### config.mk
export PLATFORM = sky130hd
export DESIGN_NAME = gregorian_days_between_top
export DESIGN_NICKNAME = d
export VERILOG_FILES = /design/src/hw/rtl/gdb_pkg.sv /design/src/hw/rtl/gdb_date_unit.sv /design/src/hw/rtl/gdb_sum_unit.sv /design/src/hw/rtl/gregorian_days_between_top.sv
export SDC_FILE = /design/constraint.sdc
export NUM_CORES = 2
export LEC_CHECK = 0
export ABC_AREA = 1
export BUFFER_PORTS_ARGS = -buffer_cell sky130_fd_sc_hd__buf_2
export CAP_MARGIN = 40
export CORE_UTILIZATION = 40
export CTS_CLUSTER_SIZE = 25
export DETAILED_ROUTE_END_ITERATION = 12
export MAX_ROUTING_LAYER = met4
export PLACE_DENSITY = 0.66
export SYNTH_ARGS = -nofsm -noshare
export SYNTH_HDL_FRONTEND = slang
export SYNTH_SLANG_ARGS = --single-unit
### constraint.sdc
create_clock -name clk -period 6.7 [get_ports clk]
set_input_delay 1.005 -clock clk [delete_from_list [all_inputs] [get_ports clk]]
set_output_delay 1.005 -clock clk [all_outputs]
set_load 0.1 [all_outputs]
### src/hw/rtl/gdb_pkg.sv
// Shared types, constants and the month offset table for the date difference pipeline.
// No dependencies.
package gdb_pkg;

  localparam int YEAR_W  = 14;
  localparam int MONTH_W = 4;
  localparam int DAY_W   = 5;
  localparam int LEAP_W  = 12;   // leap years below a 14-bit year, max 3973
  localparam int DOY_W   = 9;    // day of year incl. months 13..15, max 397
  localparam int SMALL_W = 14;   // signed sum of leap and day-of-year differences
  localparam int YD365_W = 23;   // 365 * year span, unsigned
  localparam int TOTAL_W = 25;
  localparam int COUNT_W = 23;
  localparam int PROD_W  = 27;

  // floor(x / 100) == (x * DIV100_MUL) >> DIV100_SHIFT for every 14-bit x
  localparam logic [12:0] DIV100_MUL   = 13'd5243;
  localparam int          DIV100_SHIFT = 19;
  localparam int          QUOT_W       = 8;
  localparam logic [YEAR_W-1:0] CENT   = 14'd100;
  localparam logic [YD365_W-1:0] YEAR_DAYS = 23'd365;

  localparam logic signed [TOTAL_W-1:0] DC_MAX = 25'sd4194303;
  localparam logic signed [TOTAL_W-1:0] DC_MIN = -25'sd4194304;

  typedef logic [YEAR_W-1:0]  year_t;
  typedef logic [MONTH_W-1:0] month_t;
  typedef logic [DAY_W-1:0]   day_t;
  typedef logic [LEAP_W-1:0]  leaps_t;
  typedef logic [DOY_W-1:0]   doy_t;
  typedef logic signed [COUNT_W-1:0] count_t;

  // days in the months before m, common year; 13..15 cover the whole year
  function automatic doy_t month_offset(input month_t m);
    doy_t r;
    case (m)
      4'd0, 4'd1: r = 9'd0;
      4'd2:       r = 9'd31;
      4'd3:       r = 9'd59;
      4'd4:       r = 9'd90;
      4'd5:       r = 9'd120;
      4'd6:       r = 9'd151;
      4'd7:       r = 9'd181;
      4'd8:       r = 9'd212;
      4'd9:       r = 9'd243;
      4'd10:      r = 9'd273;
      4'd11:      r = 9'd304;
      4'd12:      r = 9'd334;
      default:    r = 9'd365;
    endcase
    return r;
  endfunction

endpackage

### src/hw/rtl/gdb_date_unit.sv
// Two-stage per-date unit: leap years below the year and day of year.
// Depends on gdb_pkg.
module gdb_date_unit (
  input  logic            clk,
  input  logic            en,
  input  gdb_pkg::year_t  year,
  input  gdb_pkg::month_t month,
  input  gdb_pkg::day_t   day,
  output gdb_pkg::leaps_t leaps,
  output gdb_pkg::doy_t   doy
);

  // stage A: reciprocal products
  gdb_pkg::year_t  y_r;
  gdb_pkg::month_t m_r;
  gdb_pkg::day_t   d_r;
  logic            yz_r;
  logic [gdb_pkg::PROD_W-1:0] pa_r, pa_nxt;
  logic [gdb_pkg::PROD_W-1:0] py_r, py_nxt;

  // stage B results
  gdb_pkg::leaps_t leaps_r, leaps_nxt;
  gdb_pkg::doy_t   doy_r, doy_nxt;

  gdb_pkg::year_t  a_in;
  gdb_pkg::year_t  a_b;
  gdb_pkg::year_t  rem_y;
  logic [gdb_pkg::QUOT_W-1:0] qa, qy;
  logic [gdb_pkg::LEAP_W:0]   lsum;
  logic            leap;

  assign a_in   = year - gdb_pkg::year_t'(1);
  assign pa_nxt = gdb_pkg::PROD_W'(a_in) * gdb_pkg::PROD_W'(gdb_pkg::DIV100_MUL);
  assign py_nxt = gdb_pkg::PROD_W'(year) * gdb_pkg::PROD_W'(gdb_pkg::DIV100_MUL);

  always_ff @(posedge clk) begin
    if (en) begin
      y_r  <= year;
      m_r  <= month;
      d_r  <= day;
      yz_r <= (year == '0);
      pa_r <= pa_nxt;
      py_r <= py_nxt;
    end
  end

  // leaps in [0, y) = 1 + (y-1)/4 - (y-1)/100 + (y-1)/400 for y >= 1, else 0
  always_comb begin
    a_b   = y_r - gdb_pkg::year_t'(1);
    qa    = pa_r[gdb_pkg::DIV100_SHIFT +: gdb_pkg::QUOT_W];
    qy    = py_r[gdb_pkg::DIV100_SHIFT +: gdb_pkg::QUOT_W];
    lsum  = (gdb_pkg::LEAP_W+1)'(1) + (gdb_pkg::LEAP_W+1)'(a_b[gdb_pkg::YEAR_W-1:2])
          - (gdb_pkg::LEAP_W+1)'(qa) + (gdb_pkg::LEAP_W+1)'(qa[gdb_pkg::QUOT_W-1:2]);
    leaps_nxt = yz_r ? '0 : lsum[gdb_pkg::LEAP_W-1:0];
    rem_y = y_r - gdb_pkg::year_t'(qy) * gdb_pkg::CENT;
    leap  = (y_r[1:0] == 2'b00) && ((rem_y != '0) || (qy[1:0] == 2'b00));
    doy_nxt = gdb_pkg::doy_t'(d_r) + gdb_pkg::month_offset(m_r)
            + gdb_pkg::doy_t'(leap && (m_r >= 4'd3));
  end

  always_ff @(posedge clk) begin
    if (en) begin
      leaps_r <= leaps_nxt;
      doy_r   <= doy_nxt;
    end
  end

  assign leaps = leaps_r;
  assign doy   = doy_r;

endmodule

### src/hw/rtl/gdb_sum_unit.sv
// Two-stage combine: 365 * year span plus leap and doy differences; saturated, -1 if later.
// Depends on gdb_pkg.
module gdb_sum_unit (
  input  logic            clk,
  input  logic            en,
  input  gdb_pkg::year_t  year_span,
  input  logic            later,
  input  gdb_pkg::leaps_t leaps_s,
  input  gdb_pkg::leaps_t leaps_e,
  input  gdb_pkg::doy_t   doy_s,
  input  gdb_pkg::doy_t   doy_e,
  output gdb_pkg::count_t day_count,
  output logic            out_of_order
);

  logic [gdb_pkg::YD365_W-1:0]        yd365_r, yd365_nxt;
  logic signed [gdb_pkg::SMALL_W-1:0] small_r, small_nxt;
  logic                               later_r;
  logic signed [gdb_pkg::TOTAL_W-1:0] total;
  gdb_pkg::count_t                    count_r, count_nxt;
  logic                               ooo_r;

  assign yd365_nxt = gdb_pkg::YD365_W'(year_span) * gdb_pkg::YEAR_DAYS;
  assign small_nxt = $signed(gdb_pkg::SMALL_W'(leaps_e)) - $signed(gdb_pkg::SMALL_W'(leaps_s))
                   + $signed(gdb_pkg::SMALL_W'(doy_e)) - $signed(gdb_pkg::SMALL_W'(doy_s));

  always_ff @(posedge clk) begin
    if (en) begin
      yd365_r <= yd365_nxt;
      small_r <= small_nxt;
      later_r <= later;
    end
  end

  always_comb begin
    total = $signed({2'b00, yd365_r})
          + $signed({{(gdb_pkg::TOTAL_W-gdb_pkg::SMALL_W){small_r[gdb_pkg::SMALL_W-1]}},
                     small_r});
    if (later_r) begin
      count_nxt = '1;
    end else if (total > gdb_pkg::DC_MAX) begin
      count_nxt = gdb_pkg::DC_MAX[gdb_pkg::COUNT_W-1:0];
    end else if (total < gdb_pkg::DC_MIN) begin
      count_nxt = gdb_pkg::DC_MIN[gdb_pkg::COUNT_W-1:0];
    end else begin
      count_nxt = total[gdb_pkg::COUNT_W-1:0];
    end
  end

  always_ff @(posedge clk) begin
    if (en) begin
      count_r <= count_nxt;
      ooo_r   <= later_r;
    end
  end

  assign day_count    = count_r;
  assign out_of_order = ooo_r;

endmodule

### src/hw/rtl/gregorian_days_between_top.sv
// Throughput one date pair per cycle except while a full output waits on out_ready.
// Four register stages (reciprocal products, leap/day-of-year, span multiply, sum and
// saturate) advance together whenever the output register is empty or being taken.
// Reset (rst_n, synchronous, active low) clears the stage valid bits only.
// Depends on gdb_pkg, gdb_date_unit, gdb_sum_unit.
module gregorian_days_between_top (
  input  logic            clk,
  input  logic            rst_n,
  input  logic            in_valid,
  output logic            in_ready,
  input  gdb_pkg::year_t  in_start_year,
  input  gdb_pkg::month_t in_start_month,
  input  gdb_pkg::day_t   in_start_day,
  input  gdb_pkg::year_t  in_end_year,
  input  gdb_pkg::month_t in_end_month,
  input  gdb_pkg::day_t   in_end_day,
  output logic            out_valid,
  input  logic            out_ready,
  output gdb_pkg::count_t out_day_count,
  output logic            out_out_of_order
);

  logic en;
  logic [3:0] vld_r, vld_nxt;
  logic later_in;
  gdb_pkg::year_t span_in;
  gdb_pkg::year_t span_a_r, span_b_r;
  logic later_a_r, later_b_r;
  gdb_pkg::leaps_t leaps_s, leaps_e;
  gdb_pkg::doy_t doy_s, doy_e;

  // whole pipe moves as one; a stall freezes every stage
  assign en       = !vld_r[3] || out_ready;
  assign in_ready = en;
  assign vld_nxt  = {vld_r[2:0], in_valid};

  always_ff @(posedge clk) begin
    if (!rst_n) begin
      vld_r <= '0;
    end else if (en) begin
      vld_r <= vld_nxt;
    end
  end

  assign later_in = (in_start_year > in_end_year)
                 || ((in_start_year == in_end_year) && (in_start_month > in_end_month))
                 || ((in_start_year == in_end_year) && (in_start_month == in_end_month)
                     && (in_start_day > in_end_day));
  assign span_in  = in_end_year - in_start_year;

  always_ff @(posedge clk) begin
    if (en) begin
      span_a_r  <= span_in;
      later_a_r <= later_in;
      span_b_r  <= span_a_r;
      later_b_r <= later_a_r;
    end
  end

  gdb_date_unit u_start (
    .clk   (clk),
    .en    (en),
    .year  (in_start_year),
    .month (in_start_month),
    .day   (in_start_day),
    .leaps (leaps_s),
    .doy   (doy_s)
  );

  gdb_date_unit u_end (
    .clk   (clk),
    .en    (en),
    .year  (in_end_year),
    .month (in_end_month),
    .day   (in_end_day),
    .leaps (leaps_e),
    .doy   (doy_e)
  );

  gdb_sum_unit u_sum (
    .clk          (clk),
    .en           (en),
    .year_span    (span_b_r),
    .later        (later_b_r),
    .leaps_s      (leaps_s),
    .leaps_e      (leaps_e),
    .doy_s        (doy_s),
    .doy_e        (doy_e),
    .day_count    (out_day_count),
    .out_of_order (out_out_of_order)
  );

  assign out_valid = vld_r[3];

  a_ooo_minus_one: assert property (@(posedge clk) disable iff (!rst_n)
    out_valid && out_out_of_order |-> out_day_count == '1)
    else $error("out-of-order beat without -1 count");

  a_latency: assert property (@(posedge clk) disable iff (!rst_n)
    (in_valid && in_ready) ##1 in_ready ##1 in_ready ##1 in_ready |=> out_valid)
    else $error("accepted beat did not reach output after four free cycles");

  a_empty_ready: assert property (@(posedge clk) disable iff (!rst_n)
    !out_valid |-> in_ready)
    else $error("input stalled with empty output register");

endmodule
==> flow_summary.json, run 1 <==
{
  "grt_pass1_wl_mm": 130,
  "synth_ff_type": "edfxtp_1",
  "initial_core_util": 0.405,
  "hpwl_mm": 68.6,
  "cts_resized": 0,
  "overflow": 0,
  "synthArstFlopShare": 0,
  "yosysSeqAreaShare": 0.199,
  "num_io_pins": 76,
  "ctsLongestPathBuffers": 3,
  "error": "[ERROR DRT-0255] Maze Route cannot find path of net clk in worker of routeBox ( 241500 144900 ) ( 295960 193200 ).",
  "stop_stage": "5_2_route",
  "first_global_vias": 25900,
  "syn_avg_cell_area_sq_um": 8.70,
  "portBuffers": 75,
  "synth_fp_nets": 5022,
  "numClockSinks": 236,
  "track_usage": 0.190,
  "die_h_um": 296,
  "antenna_found_initial": 2,
  "h-tree-depth": 1,
  "status": "did not finish",
  "rows": 107,
  "synth_warnings": 0,
  "ys_ff_latch": 236,
  "cts_buffers": 28,
  "synth-edff-count": 214,
  "synth_cells": 3973,
  "die_w_um": 296,
  "grt_max_degree": 84,
  "hold_buffers": 0,
  "gp_congestion": 0.917,
  "cts_setup_buffers": 0,
  "synth_area_sq_um": 34600,
  "cts-root-buf": "clkbuf_16",
  "yosysUniqueCellTypes": 49
}
synth_stat cells (7+ instances only):
cell type	instances	area (sq um)
a21o_1	35	263
a21oi_1	217	1090
a31oi_1	17	106
dfxtp_1	22	440
edfxtp_1	214	6430
fa_1	329	6590
ha_1	670	8380
inv_1	904	3390
inv_2	7	26.3
nand2_1	643	2410
nand2_2	22	138
nand3_1	125	626
nand3b_1	10	75.1
nand4_1	61	382
nor2_1	218	818
nor2_2	11	68.8
nor3_1	38	190
nor4_1	11	68.8
o211ai_1	8	60.1
o21a_1	8	60.1
o21ai_0	131	656
o21bai_1	31	233
o31ai_1	7	52.6
or2_2	13	81.3
xnor2_1	45	394
xor2_1	117	1020
layer usage:
metal  GRT usage
met1       0.242
met2       0.324
met3      0.0178
met4      0.0458
met5           -
stage by stage:
| stage | TNS [ns] | worst slack, ns | area, sq um | instances | util |
|---|---|---|---|---|---|
| 2_1_floorplan | 0 | 0.596 | 34600 | 3973 | - |
| 3_3_place_gp | 0 | 0.0938 | 36700 | 5230 | 0.429 |
| 3_5_place_dp | -0.00788 | -0.00788 | 36700 | 5232 | 0.430 |
| 4_1_cts | 0 | 0.614 | 37600 | 5284 | 0.440 |
| 5_1_grt | 0 | 0.212 | 37600 | 5286 | 0.440 |
logic make-up after synthesis:
group           Yosys count  share of synthesized area
simple gates           1170                      0.146
compound gates          490                     0.0816
fa+ha+maj               999                      0.433
flops                   236                      0.199
xor+xnor                162                     0.0410
buf+inv                 916                      0.100
==> inputs of run 2 (changes only) <==
Settings changed: CORE_UTILIZATION 40 to 25, CTS_CLUSTER_SIZE 25 to default, MAX_ROUTING_LAYER met4 to default, PLACE_DENSITY 0.66 to default, PLACE_DENSITY_LB_ADDON from default to 0.15.
==> run 2 against run 1 <==
Compared with the run above: the flow now finishes without violations; synthesized cell count is the same; global-route usage shrank 5.6 points; area after synthesis is the same.
==> flow_summary.json, run 2 <==
{
  "critPathSlowestCell": "fa_1",
  "gp_congestion": 0.836,
  "drc_errors": 0,
  "drive_above_1_share": 0.0645,
  "crit_chain": "buf_2, inv_1, ha_1, nand4_1, inv_1, nand4_1, xor2_1, inv_1, fa_1, ha_1, fa_1, fa_1, fa_1, ha_1, nand2_1, o21ai_0, a221oi_1, nand3_1, nand2_1, nand2_1",
  "synth_fp_nets": 5022,
  "utilization": 0.282,
  "crit_path_start_kind": "input port",
  "max_stage_delay_ns": 0.53,
  "tritoncts": "yes",
  "drt_pre_antenna_iters": 5,
  "synth_warnings": 0,
  "cts_resized": 0,
  "layout_common_cells": "inv_1 (904), ha_1 (670), nand2_1 (643)",
  "initial_core_util": 0.252,
  "syn_avg_cell_area_sq_um": 8.70,
  "timing.slew.headroom": 0.485,
  "critPathMaxFanout": 5,
  "yosysUniqueCellTypes": 49,
  "critPathKind": "in -> reg",
  "hold_buffers": 0,
  "antenna_found_initial": 5,
  "synth-edff-count": 214,
  "die-area_sq_um": 140000,
  "synth-compound-area-share": 0.0816,
  "antenna_cells": 0,
  "ys_ff_latch": 236,
  "min_period_over_period": 0.909,
  "cp_common_cell": "fa_1",
  "area_delta_synth_final_pct": 12.1,
  "grt_max_degree": 120,
  "clk_pin_slew_ns": 0.05,
  "post_dp_cell_area_sq_um": 37600,
  "synth_mux_area_frac": 0,
  "stdcell_area_sq_um": 38700,
  "ant_nets": 0,
  "grt_pass1_wl_mm": 148,
  "cp_top_family": "adder cells",
  "routedWlPerCell_um": 15.5,
  "synthXorXnorAreaFrac": 0.0410,
  "grt_setup_unrepaired": "no",
  "rows": 136,
  "die_w_um": 374,
  "hpwl_mm": 80.8,
  "cts_buffers": 35,
  "synth_top_family_by_area": "adder cells",
  "synth_adder_area_share": 0.433,
  "ff2ff_setup_slack_ns": 0.90,
  "drt_iter0_markers": 1080,
  "synth_top_area_frac": 0.243,
  "die_h_um": 374,
  "portBuffers": 75,
  "vias_per_cell": 4.26,
  "yosysTopAreaCell": "ha_1",
  "cts_setup_buffers": 0,
  "finalSetupTns_ns": 0,
  "layout_commonest_cell": "inv_1",
  "finalMaxSlewViolations": 0,
  "fmax_mhz": 164,
  "worstPathArrival_ns": 6.37,
  "hp-class": "reg -> reg",
  "synth_area_sq_um": 34600,
  "numClockSinks": 236,
  "ctsLongestPathBuffers": 3,
  "overflow": 0,
  "first_global_vias": 26700,
  "num_io_pins": 76,
  "yosysMostFrequentCell": "inv_1",
  "yosysSeqAreaShare": 0.199,
  "track_usage": 0.134,
  "yosys-top-cells-count": "inv_1 (904), ha_1 (670), nand2_1 (643), fa_1 (329), nor2_1 (218)",
  "cp.buffers_inverters": 4,
  "final_hold_viol_count": 0,
  "endpoint_kind": "flop",
  "h-tree-depth": 2,
  "maxCapViolations": 0,
  "final_nets": 5192,
  "synth_cells": 3973,
  "yosys.area_share.simple": 0.146,
  "synthTopCellsByArea": "ha_1 (24%), fa_1 (19%), edfxtp_1 (19%)",
  "synthArstFlopShare": 0,
  "fin_worst_skew_ns": 0.0319,
  "fillers": 14800,
  "status": "completed",
  "worst_ep_required_time_ns": 6.98,
  "clock_latency_ns": 0.56,
  "cts-root-buf": "clkbuf_16",
  "finalCriticalPeriod_ns": 6.09,
  "synth_ff_type": "edfxtp_1",
  "worstMarginPinSlew_ns": 0.773,
  "wl_mm": 92.2,
  "setup_violations": 0,
  "num_vias": 25400,
  "coreArea_sq_um": 137000
}
run 2: path summary, 6_finish.rpt:
check | startpoint | end | cells past startpoint
setup / recovery | in_end_year[1] | u_end.pa_r[23] | 20
hold reg to reg | span_a_r[6] | span_b_r[6] | 0
hold / removal | span_a_r[6] | span_b_r[6] | 0
setup reg to reg | u_start.py_r[22] | u_start.doy[8] | 25
run 2: layer usage:
layer / global-route usage / part of all wire / wire length [um] / up-vias
met5: 0 / 0.00054 / 50 / -
met4: 0.0245 / 0.016 / 1470 / 8
met3: 0.0150 / 0.027 / 2460 / 74
met2: 0.228 / 0.47 / 43000 / 275
met1: 0.183 / 0.49 / 45100 / 11900
li1: - / - / - / 13200
run 2: through the flow:
stage / instances / worst slack, ns / hold slack [ns]
final: 5963 / 0.613 / 0.416
after global placement: 5898 / 0.0965 / 0.403
after floorplan: 3973 / 0.596 / 0.400
after CTS: 5963 / 0.586 / 0.417
after global routing: 5963 / 0.197 / 0.419
after detailed placement: 5900 / 0.0198 / 0.407
run 2: cell families after synthesis:
family | count (synthesis)
adder cells (fa/ha/maj) | 999
AND/OR/NAND/NOR | 1170
flip-flops | 236
XOR/XNOR | 162
AO/OA/AOI/OAI | 490
buffers and inverters | 916
run 2: cell type report:
cell class | count | area (sq um) | area share
multi-input cells | 2821 | 24200 | 0.626
flip-flops and latches | 236 | 6870 | 0.177
inverters | 911 | 3430 | 0.0885
well taps | 1794 | 2240 | 0.0579
clock buffers | 43 | 947 | 0.0244
repair buffers | 138 | 858 | 0.0222
clock inverters | 20 | 164 | 0.00423
Power of run 2 is left out: the tool's default activity adds up to more than one toggle a clock period on the data nets, which glitch-free logic cannot reach.
